[src/sv/wmqs_pkg.sv]
// Package for the weighted multilevel queue scheduler.
// Sizes, derived widths and the controller/datapath interface structs.
// No dependencies.
package wmqs_pkg;

    localparam int NUM_LEVELS  = 16;
    localparam int LEVEL_DEPTH = 16;
    localparam int ID_BITS     = 8;

    localparam int LVL_W  = $clog2(NUM_LEVELS);
    localparam int PTR_W  = $clog2(LEVEL_DEPTH);
    localparam int CNT_W  = $clog2(LEVEL_DEPTH + 1);
    localparam int BUD_W  = $clog2(NUM_LEVELS + 1);
    localparam int STORE_DEPTH = NUM_LEVELS * (1 << PTR_W);

    localparam int LEVEL_IN_W = 4;
    localparam int ID_IN_W    = 8;

    localparam logic CMD_ENQ = 1'b0;
    localparam logic CMD_DEQ = 1'b1;

    typedef struct packed {
        logic load_in;
        logic exec;
        logic capture;
    } ctrl_cmd_t;

    typedef struct packed {
        logic is_deq;
    } dp_status_t;

endpackage

[src/sv/weighted_multilevel_queue_scheduler.sv]
// An item is registered when taken, then executed once the result register is free; an
// enqueue result is registered in the execute step, a dequeue result after the task
// store's registered read. A new item can be taken during the read-back step.
// Reset (rst_n, async, active low) empties every level FIFO and zeroes budgets;
// the task store is not cleared and needs no clearing pass.
// Top level; depends on wmqs_pkg, wmqs_ctrl, wmqs_dp, wmqs_ram.
module weighted_multilevel_queue_scheduler
    import wmqs_pkg::*;
(
    input  logic        clk,
    input  logic        rst_n,
    input  logic        s_tvalid,
    output logic        s_tready,
    input  logic [15:0] s_tdata,   // [3:0] level, [11:4] task_id, [15:12] zero
    input  logic [0:0]  s_tuser,   // [0] cmd
    output logic        m_tvalid,
    input  logic        m_tready,
    output logic [15:0] m_tdata,   // [7:0] granted_id, [11:8] granted_level, [15:12] zero
    output logic [1:0]  m_tuser    // [0] grant_valid, [1] overflow
);

    ctrl_cmd_t             cmd;
    dp_status_t            status;
    logic                  grant_valid;
    logic [ID_IN_W-1:0]    granted_id;
    logic [LEVEL_IN_W-1:0] granted_level;
    logic                  overflow;

    wmqs_ctrl u_ctrl (
        .clk      (clk),
        .rst_n    (rst_n),
        .s_tvalid (s_tvalid),
        .s_tready (s_tready),
        .m_tvalid (m_tvalid),
        .m_tready (m_tready),
        .status   (status),
        .cmd      (cmd)
    );

    wmqs_dp u_dp (
        .clk           (clk),
        .rst_n         (rst_n),
        .cmd           (cmd),
        .status        (status),
        .in_cmd        (s_tuser[0]),
        .in_level      (s_tdata[3:0]),
        .in_task_id    (s_tdata[11:4]),
        .grant_valid   (grant_valid),
        .granted_id    (granted_id),
        .granted_level (granted_level),
        .overflow      (overflow)
    );

    assign m_tdata = {4'b0, granted_level, granted_id};
    assign m_tuser = {overflow, grant_valid};

endmodule

[src/sv/wmqs_ram.sv]
// Generic single-port RAM with registered read.
// No dependencies.
module wmqs_ram #(
    parameter int WIDTH = 8,
    parameter int DEPTH = 256
) (
    input  logic                     clk,
    input  logic                     en,
    input  logic                     we,
    input  logic [$clog2(DEPTH)-1:0] addr,
    input  logic [WIDTH-1:0]         wdata,
    output logic [WIDTH-1:0]         rdata
);

    logic [WIDTH-1:0] mem [DEPTH];
    logic [WIDTH-1:0] rdata_reg;

    always_ff @(posedge clk)
    begin
        if (en)
        begin
            if (we)
            begin
                mem[addr] <= wdata;
            end
            rdata_reg <= mem[addr];
        end
    end

    assign rdata = rdata_reg;

endmodule

[src/sv/wmqs_ctrl.sv]
// Sequencing controller for the scheduler: input, execute, read-back, output.
// Depends on wmqs_pkg.
module wmqs_ctrl
    import wmqs_pkg::*;
(
    input  logic       clk,
    input  logic       rst_n,
    input  logic       s_tvalid,
    output logic       s_tready,
    output logic       m_tvalid,
    input  logic       m_tready,
    input  dp_status_t status,
    output ctrl_cmd_t  cmd
);

    localparam logic [1:0] S_IDLE = 2'd0;
    localparam logic [1:0] S_EXEC = 2'd1;
    localparam logic [1:0] S_READ = 2'd2;

    logic [1:0] state_reg, state_next;
    logic       out_valid_reg, out_valid_next;
    logic       out_free;

    assign out_free = !out_valid_reg || m_tready;
    assign s_tready = (state_reg == S_IDLE) || (state_reg == S_READ);
    assign m_tvalid = out_valid_reg;

    always_comb
    begin
        state_next  = state_reg;
        cmd.load_in = s_tvalid && s_tready;
        cmd.exec    = 1'b0;
        cmd.capture = 1'b0;
        case (state_reg)
            S_IDLE:
            begin
                if (s_tvalid)
                begin
                    state_next = S_EXEC;
                end
            end
            S_EXEC:
            begin
                if (out_free)
                begin
                    cmd.exec   = 1'b1;
                    state_next = status.is_deq ? S_READ : S_IDLE;
                end
            end
            S_READ:
            begin
                cmd.capture = 1'b1;
                state_next  = s_tvalid ? S_EXEC : S_IDLE;
            end
            default:
            begin
                state_next = S_IDLE;
            end
        endcase
    end

    always_comb
    begin
        if ((cmd.exec && !status.is_deq) || cmd.capture)
        begin
            out_valid_next = 1'b1;
        end
        else if (m_tready)
        begin
            out_valid_next = 1'b0;
        end
        else
        begin
            out_valid_next = out_valid_reg;
        end
    end

    always_ff @(posedge clk or negedge rst_n)
    begin
        if (!rst_n)
        begin
            state_reg     <= S_IDLE;
            out_valid_reg <= 1'b0;
        end
        else
        begin
            state_reg     <= state_next;
            out_valid_reg <= out_valid_next;
        end
    end

`ifndef ASSERT_OFF
    a_exec_needs_room: assert property (@(posedge clk) disable iff (!rst_n)
        cmd.exec |-> out_free)
        else $error("execute step while result register still occupied");

    a_read_after_exec: assert property (@(posedge clk) disable iff (!rst_n)
        (state_reg == S_READ) |-> $past(cmd.exec && status.is_deq))
        else $error("read-back step without a preceding dequeue");

    a_read_out_empty: assert property (@(posedge clk) disable iff (!rst_n)
        (state_reg == S_READ) |-> !out_valid_reg)
        else $error("read-back would overwrite a pending result");
`endif

endmodule

[src/sv/wmqs_dp.sv]
// Scheduler datapath: per-level FIFO pointers, counts, budgets, task store,
// priority select and result register. Depends on wmqs_pkg and wmqs_ram.
module wmqs_dp
    import wmqs_pkg::*;
(
    input  logic                  clk,
    input  logic                  rst_n,
    input  ctrl_cmd_t             cmd,
    output dp_status_t            status,
    input  logic                  in_cmd,
    input  logic [LEVEL_IN_W-1:0] in_level,
    input  logic [ID_IN_W-1:0]    in_task_id,
    output logic                  grant_valid,
    output logic [ID_IN_W-1:0]    granted_id,
    output logic [LEVEL_IN_W-1:0] granted_level,
    output logic                  overflow
);

    logic                  cmd_reg;
    logic [LEVEL_IN_W-1:0] level_reg;
    logic [ID_BITS-1:0]    id_reg;

    logic [PTR_W-1:0] head_reg   [NUM_LEVELS];
    logic [PTR_W-1:0] head_next  [NUM_LEVELS];
    logic [PTR_W-1:0] tail_reg   [NUM_LEVELS];
    logic [PTR_W-1:0] tail_next  [NUM_LEVELS];
    logic [CNT_W-1:0] count_reg  [NUM_LEVELS];
    logic [CNT_W-1:0] count_next [NUM_LEVELS];
    logic [BUD_W-1:0] budget_reg [NUM_LEVELS];
    logic [BUD_W-1:0] budget_next[NUM_LEVELS];

    logic             gvalid_reg;
    logic [LVL_W-1:0] glevel_reg;

    logic                  out_gvalid_reg;
    logic [ID_IN_W-1:0]    out_id_reg;
    logic [LEVEL_IN_W-1:0] out_level_reg;
    logic                  out_ovf_reg;

    logic [NUM_LEVELS-1:0] nonempty;
    logic [NUM_LEVELS-1:0] ready;
    logic                  ready_any;
    logic                  ne_any;
    logic [LVL_W-1:0]      ready_idx;
    logic [LVL_W-1:0]      ne_idx;
    logic [LVL_W-1:0]      sel;
    logic [LVL_W-1:0]      enq_idx;
    logic [LVL_W-1:0]      idx;
    logic                  lvl_ok;
    logic                  enq_ok;
    logic [CNT_W-1:0]      cnt_at;
    logic [PTR_W-1:0]      ptr_at;
    logic [PTR_W-1:0]      ptr_inc;
    logic [ID_BITS-1:0]    rd_data;
    logic                  ram_we;

    assign status.is_deq = cmd_reg;

    always_comb
    begin
        ready_any = 1'b0;
        ne_any    = 1'b0;
        ready_idx = '0;
        ne_idx    = '0;
        for (int i = NUM_LEVELS - 1; i >= 0; i--)
        begin
            nonempty[i] = (count_reg[i] != '0);
            ready[i]    = nonempty[i] && (budget_reg[i] != '0);
            if (ready[i])
            begin
                ready_any = 1'b1;
                ready_idx = LVL_W'(i);
            end
            if (nonempty[i])
            begin
                ne_any = 1'b1;
                ne_idx = LVL_W'(i);
            end
        end
    end

    // with no ready level, a refill makes every nonempty level ready
    assign sel     = ready_any ? ready_idx : ne_idx;
    assign lvl_ok  = {{(32 - LEVEL_IN_W){1'b0}}, level_reg} < 32'(NUM_LEVELS);
    assign enq_idx = LVL_W'(level_reg);
    assign idx     = (cmd_reg == CMD_DEQ) ? sel : enq_idx;
    assign cnt_at  = count_reg[idx];
    assign ptr_at  = (cmd_reg == CMD_DEQ) ? head_reg[idx] : tail_reg[idx];
    assign ptr_inc = (ptr_at == PTR_W'(LEVEL_DEPTH - 1)) ? '0 : ptr_at + 1'b1;
    assign enq_ok  = lvl_ok && (cnt_at != CNT_W'(LEVEL_DEPTH));
    assign ram_we  = cmd.exec && (cmd_reg == CMD_ENQ) && enq_ok;

    wmqs_ram #(
        .WIDTH (ID_BITS),
        .DEPTH (STORE_DEPTH)
    ) u_store (
        .clk   (clk),
        .en    (cmd.exec),
        .we    (ram_we),
        .addr  ({idx, ptr_at}),
        .wdata (id_reg),
        .rdata (rd_data)
    );

    always_comb
    begin
        for (int i = 0; i < NUM_LEVELS; i++)
        begin
            head_next[i]   = head_reg[i];
            tail_next[i]   = tail_reg[i];
            count_next[i]  = count_reg[i];
            budget_next[i] = budget_reg[i];
        end
        if (cmd.exec)
        begin
            if (cmd_reg == CMD_ENQ)
            begin
                if (enq_ok)
                begin
                    tail_next[idx]  = ptr_inc;
                    count_next[idx] = cnt_at + 1'b1;
                end
            end
            else if (ne_any)
            begin
                head_next[idx]  = ptr_inc;
                count_next[idx] = cnt_at - 1'b1;
                if (!ready_any)
                begin
                    for (int i = 0; i < NUM_LEVELS; i++)
                    begin
                        budget_next[i] = BUD_W'(NUM_LEVELS - i);
                    end
                end
                budget_next[idx] = budget_next[idx] - 1'b1;
            end
        end
    end

    always_ff @(posedge clk or negedge rst_n)
    begin
        if (!rst_n)
        begin
            for (int i = 0; i < NUM_LEVELS; i++)
            begin
                head_reg[i]   <= '0;
                tail_reg[i]   <= '0;
                count_reg[i]  <= '0;
                budget_reg[i] <= '0;
            end
        end
        else
        begin
            for (int i = 0; i < NUM_LEVELS; i++)
            begin
                head_reg[i]   <= head_next[i];
                tail_reg[i]   <= tail_next[i];
                count_reg[i]  <= count_next[i];
                budget_reg[i] <= budget_next[i];
            end
        end
    end

    always_ff @(posedge clk or negedge rst_n)
    begin
        if (!rst_n)
        begin
            cmd_reg <= CMD_ENQ;
        end
        else if (cmd.load_in)
        begin
            cmd_reg <= in_cmd;
        end
    end

    always_ff @(posedge clk)
    begin
        if (cmd.load_in)
        begin
            level_reg <= in_level;
            id_reg    <= ID_BITS'(in_task_id);
        end
        if (cmd.exec)
        begin
            gvalid_reg <= ne_any;
            glevel_reg <= sel;
        end
        if (cmd.exec && (cmd_reg == CMD_ENQ))
        begin
            out_gvalid_reg <= 1'b0;
            out_id_reg     <= '0;
            out_level_reg  <= '0;
            out_ovf_reg    <= !enq_ok;
        end
        else if (cmd.capture)
        begin
            out_gvalid_reg <= gvalid_reg;
            out_id_reg     <= gvalid_reg ? ID_IN_W'(rd_data) : '0;
            out_level_reg  <= gvalid_reg ? LEVEL_IN_W'(glevel_reg) : '0;
            out_ovf_reg    <= 1'b0;
        end
    end

    assign grant_valid   = out_gvalid_reg;
    assign granted_id    = out_id_reg;
    assign granted_level = out_level_reg;
    assign overflow      = out_ovf_reg;

    logic cnt_bound_ok;
    logic ptr_track_ok;
    logic [CNT_W-1:0] span;

    always_comb
    begin
        cnt_bound_ok = 1'b1;
        ptr_track_ok = 1'b1;
        span         = '0;
        for (int i = 0; i < NUM_LEVELS; i++)
        begin
            if (count_reg[i] > CNT_W'(LEVEL_DEPTH))
            begin
                cnt_bound_ok = 1'b0;
            end
            if (tail_reg[i] >= head_reg[i])
            begin
                span = CNT_W'(tail_reg[i]) - CNT_W'(head_reg[i]);
            end
            else
            begin
                span = CNT_W'(tail_reg[i]) + CNT_W'(LEVEL_DEPTH) - CNT_W'(head_reg[i]);
            end
            if (span != ((count_reg[i] == CNT_W'(LEVEL_DEPTH)) ? '0 : count_reg[i]))
            begin
                ptr_track_ok = 1'b0;
            end
        end
    end

`ifndef ASSERT_OFF
    a_count_bound: assert property (@(posedge clk) disable iff (!rst_n)
        cnt_bound_ok)
        else $error("level count above FIFO depth");

    a_ptr_track: assert property (@(posedge clk) disable iff (!rst_n)
        ptr_track_ok)
        else $error("head/tail pointers disagree with level count");

    a_grant_source: assert property (@(posedge clk) disable iff (!rst_n)
        (cmd.exec && (cmd_reg == CMD_DEQ) && ne_any) |=> (count_reg[glevel_reg] ==
            $past(cnt_at) - 1'b1))
        else $error("granted level count not decremented");
`endif

endmodule

[config.mk]
export PLATFORM = sky130hd
export DESIGN_NAME = weighted_multilevel_queue_scheduler
export DESIGN_NICKNAME = d
export VERILOG_FILES = /design/src/sv/wmqs_pkg.sv /design/src/sv/weighted_multilevel_queue_scheduler.sv /design/src/sv/wmqs_ram.sv /design/src/sv/wmqs_ctrl.sv /design/src/sv/wmqs_dp.sv
export SDC_FILE = /design/constraint.sdc
export NUM_CORES = 2
export LEC_CHECK = 0
export BUFFER_PORTS_ARGS = -buffer_cell sky130_fd_sc_hd__buf_2
export CORE_MARGIN = 4
export CORE_UTILIZATION = 40
export CTS_CLUSTER_SIZE = 40
export DETAILED_ROUTE_END_ITERATION = 10
export GPL_TIMING_DRIVEN = 1
export HOLD_SLACK_MARGIN = 0.1
export PLACE_DENSITY_LB_ADDON = 0.2
export SLEW_MARGIN = 20
export SYNTH_ARGS = -nofsm -noshare
export SYNTH_HDL_FRONTEND = slang
export SYNTH_SLANG_ARGS = --single-unit
export TNS_END_PERCENT = 5
[constraint.sdc]
create_clock -name clk -period 5.3 [get_ports clk]
set_input_delay 0.795 -clock clk [delete_from_list [all_inputs] [get_ports clk]]
set_output_delay 0.795 -clock clk [all_outputs]
set_load 0.01 [all_outputs]
==> run summary <==
Port Buffers - 32
PnR worst setup slack - -1050 ps
Synth top area share - 64.2%
DP HPWL - 230 mm
design area - 126000 sq um
post-DR vias/cell - 5.70
yosys synthesis warning count - 0
chip height - 501 um
pre-CTS setup slack - -2120 ps
Clock Tree Buf Depth - 4
Critical Path AT - 7070 ps
clock root buffer - clkbuf_16
global placement routability congestion - 0.931
IO Pins - 41
Sink Count - 2379
Slew Limit Fails - 0
hold_ws - 218 ps
normalized max-slew margin - 17.0%
setup TNS - -1128220 ps
CP Cell Sequence - or4_4 -> or4_4 -> o311ai_4 -> a2111oi_4 -> o311a_4 -> or3_4 -> a21oi_4 -> nand4b_1 -> o2111a_1 -> a22o_4 -> buf_4 -> a21oi_4 -> nand2_2 -> buf_6 -> a21oi_1 -> nor4_4 -> buf_4 -> nor4_2 -> nor4_2 -> o2111ai_1
ys flop type - edfxtp_1
Top delay family on crit path - compound AO/OA/AOI/OAI gates
fraction of layout cells with a size suffix above 1 - 28.2%
Worst-path clk slew - 60 ps
unrepaired setup endpoints after global routing - true
Crit path buffers/inverters - 3
Final #Nets - 8687
max reg flops - 2048
initial antenna violation count - 11
sequential share of the synthesized area - 72.0%
worst min path class - primary input to flip-flop
wire length per cell - 28.4 um
CTS tree - done
Mapped Cells - 7263
worst-path fanout max - 18
Tcrit/Tclk final - 120%
Tmin final - 6350 ps
Power Dens Cells - 594 nW/um^2
CP peak stage delay - 550 ps
Core Region - 241000 sq um
placed cell area - 114000 sq um
status - finished with violations
final wirelength - 342 mm
post-route ant nets - 0
# rows - 180
failing checks - setup timing
leading post-synthesis cells by cell area - edfxtp_1, dfrtp_1, nand2_1, mux2i_1, a21oi_1
DRC viols - 0
Vias - 68700
leak pwr - 45.6 nW
H-tree depth - 5
Initial Util - 40.3%
critical path required time - 6020 ps
die area - 251000 sq um
Avg Cell Area, Syn - 13.4 sq um
clock skew - 72.4 ps
Post-synth EDFFs - 2074
worst IR drop on VDD - 0.603 mV
total CTS buffers - 278
largest net degree at the start of global routing - 172
vias in the first global route - 66900
clk_lat worst skew - 930 ps
Synth Cell Area - 97000 sq um
Worst-Margin Slew - 1240 ps
Synth Register Bits - 2379
Distinct cells, synth - 97
GRT Residual Overflow - 0
CP max stage cell - or4_4
Post-synth ARST share - 12.3%
Hold Vio Cnt, Final - 0
max-cap viol count - 0
Crit. End Element - flip-flop
area grow syn2layout - 29.5%
post-synth top area cell - edfxtp_1
setup violators final - 2264
Crit Path Class - flip-flop to flip-flop
Fmax achieved - 0.157 GHz
gr usage total - 26.7%
Detailed Routing Iterations Pass 1 - 8
initial drt markers - 7655
Die Span X - 501 um
first-pass GRT wire length - 486 mm
CP startpoint kind - flip-flop
[worst reg2reg max path: stages (launching register included)]
cell	delay, ps
dfrtp_1	380
or4_4	550
or4_4	530
o311ai_4	360
a2111oi_4	170
o311a_4	440
or3_4	460
a21oi_4	200
nand4b_1	220
o2111a_1	240
a22o_4	340
buf_4	180
a21oi_4	320
nand2_2	150
buf_6	210
a21oi_1	410
nor4_4	140
buf_4	160
nor4_2	390
nor4_2	100
o2111ai_1	250
[synthesized netlist by cell type (all sizes together) (32+ instances only)]
| cell | n |
|---|---|
| and3 | 82 |
| a21oi | 349 |
| o21ai | 268 |
| o22ai | 201 |
| a22oi | 42 |
| mux4 | 32 |
| nand3 | 292 |
| mux2 | 88 |
| nand2 | 1543 |
| nand4 | 79 |
| dfrtp | 292 |
| or4 | 39 |
| edfxtp | 2074 |
| nor3 | 33 |
| buf | 277 |
| clkbuf | 166 |
| nor4 | 64 |
| nor2 | 458 |
| a32oi | 41 |
| mux2i | 417 |
| a31oi | 111 |
[where the power goes]
part           total, mW  leakage [nW]  internal [mW]  switching [mW]
Clock               17.9          4.09           10.5            7.41
Sequential          22.5          22.6           21.7           0.767
Combinational       34.2          18.9           13.8            20.4
Total               74.6          45.6           46.0            28.6
[metal layers]
metal  vias up  track usage, %  part of all wire, %
met5         -               0               0.0038
met4         2            10.4                  4.3
met2      3114            41.7                   46
li1      30100               -                    -
met3       622            5.24                  8.7
met1     34800            37.0                   41
[cells in the final DEF (no fill, tap or decap), drive strengths merged, types with 41 or more instances in the layout]
master and n:
a21oi 349, a22oi 42, a31oi 111, a32oi 41, and3 82, buf 1528
clkbuf 361, clkinv 94, dfrtp 292, edfxtp 2074, mux2 88, mux2i 417
nand2 1543, nand3 292, nand4 79, nor2 458, nor4 64, o21ai 268
o22ai 201
[timing repair]
action	4_1_cts	5_1_grt
setup buffers	53	27
hold endpoints to repair	134	0
gates resized for setup	261	134
pin swaps	76	52
endpoints found under the setup margin	2329	2328
cloned	12	5
hold buffers	13	0
[area by class of cell]
class                           count  area, sq um
Timing Repair Buffer             1555        15500
Antenna cell                        4         10.0
Sequential cell                  2379        69800
Fill cell                       20300       115000
Clock buffer                      357         7420
Inverter                           19         86.3
Clock inverter                    118          950
Tap cell                         3185         3990
Multi-Input combinational cell   4425        27900
[logic make-up after synthesis]
logic type      synth area share, %
simple gates                   11.6
flops                          72.0
compound gates                 7.91
mux                            6.07
buf+inv                        2.26
fa+ha+maj                     0.103
xor+xnor                     0.0722
other cells                 0.00386
[stage by stage]
| stage | total power, mW | cells | util [%] |
|---|---|---|---|
| 6_report | 74.6 | 12000 | 52.2 |
| 5_1_grt | 77.2 | 12000 | 52.2 |
| 4_1_cts | 73.5 | 12000 | 51.7 |
| 3_5_place_dp | 53.4 | 11500 | 47.4 |
| 3_3_place_gp | 53.3 | 11500 | 47.4 |
| 2_1_floorplan | 37.1 | 7266 | - |
[path summary, 6_finish.rpt]
check | slack (ps) | start | cells after the start | endpoint
max | -1050 | flip-flop | 20 | u_dp.u_store.rdata[7]$_DFFE_PP_
min | 220 | s_tuser | 3 | u_dp.status$_DFFE_PN0P_
max reg2reg | -1050 | flip-flop | 20 | u_dp.u_store.rdata[7]$_DFFE_PP_
min reg2reg | 450 | u_dp.grant_valid$_SDFFE_PP0P_ | 1 | u_dp.grant_valid$_SDFFE_PP0P_
max in group asynchronous | 4060 | rst_n | 3 | u_dp.tail_reg[11]$_DFFE_PN0P_
min in group asynchronous | 370 | rst_n | 2 | u_dp.count_reg[43]$_DFFE_PN0P_
No activity file was read; power rests on OpenSTA's default activity.
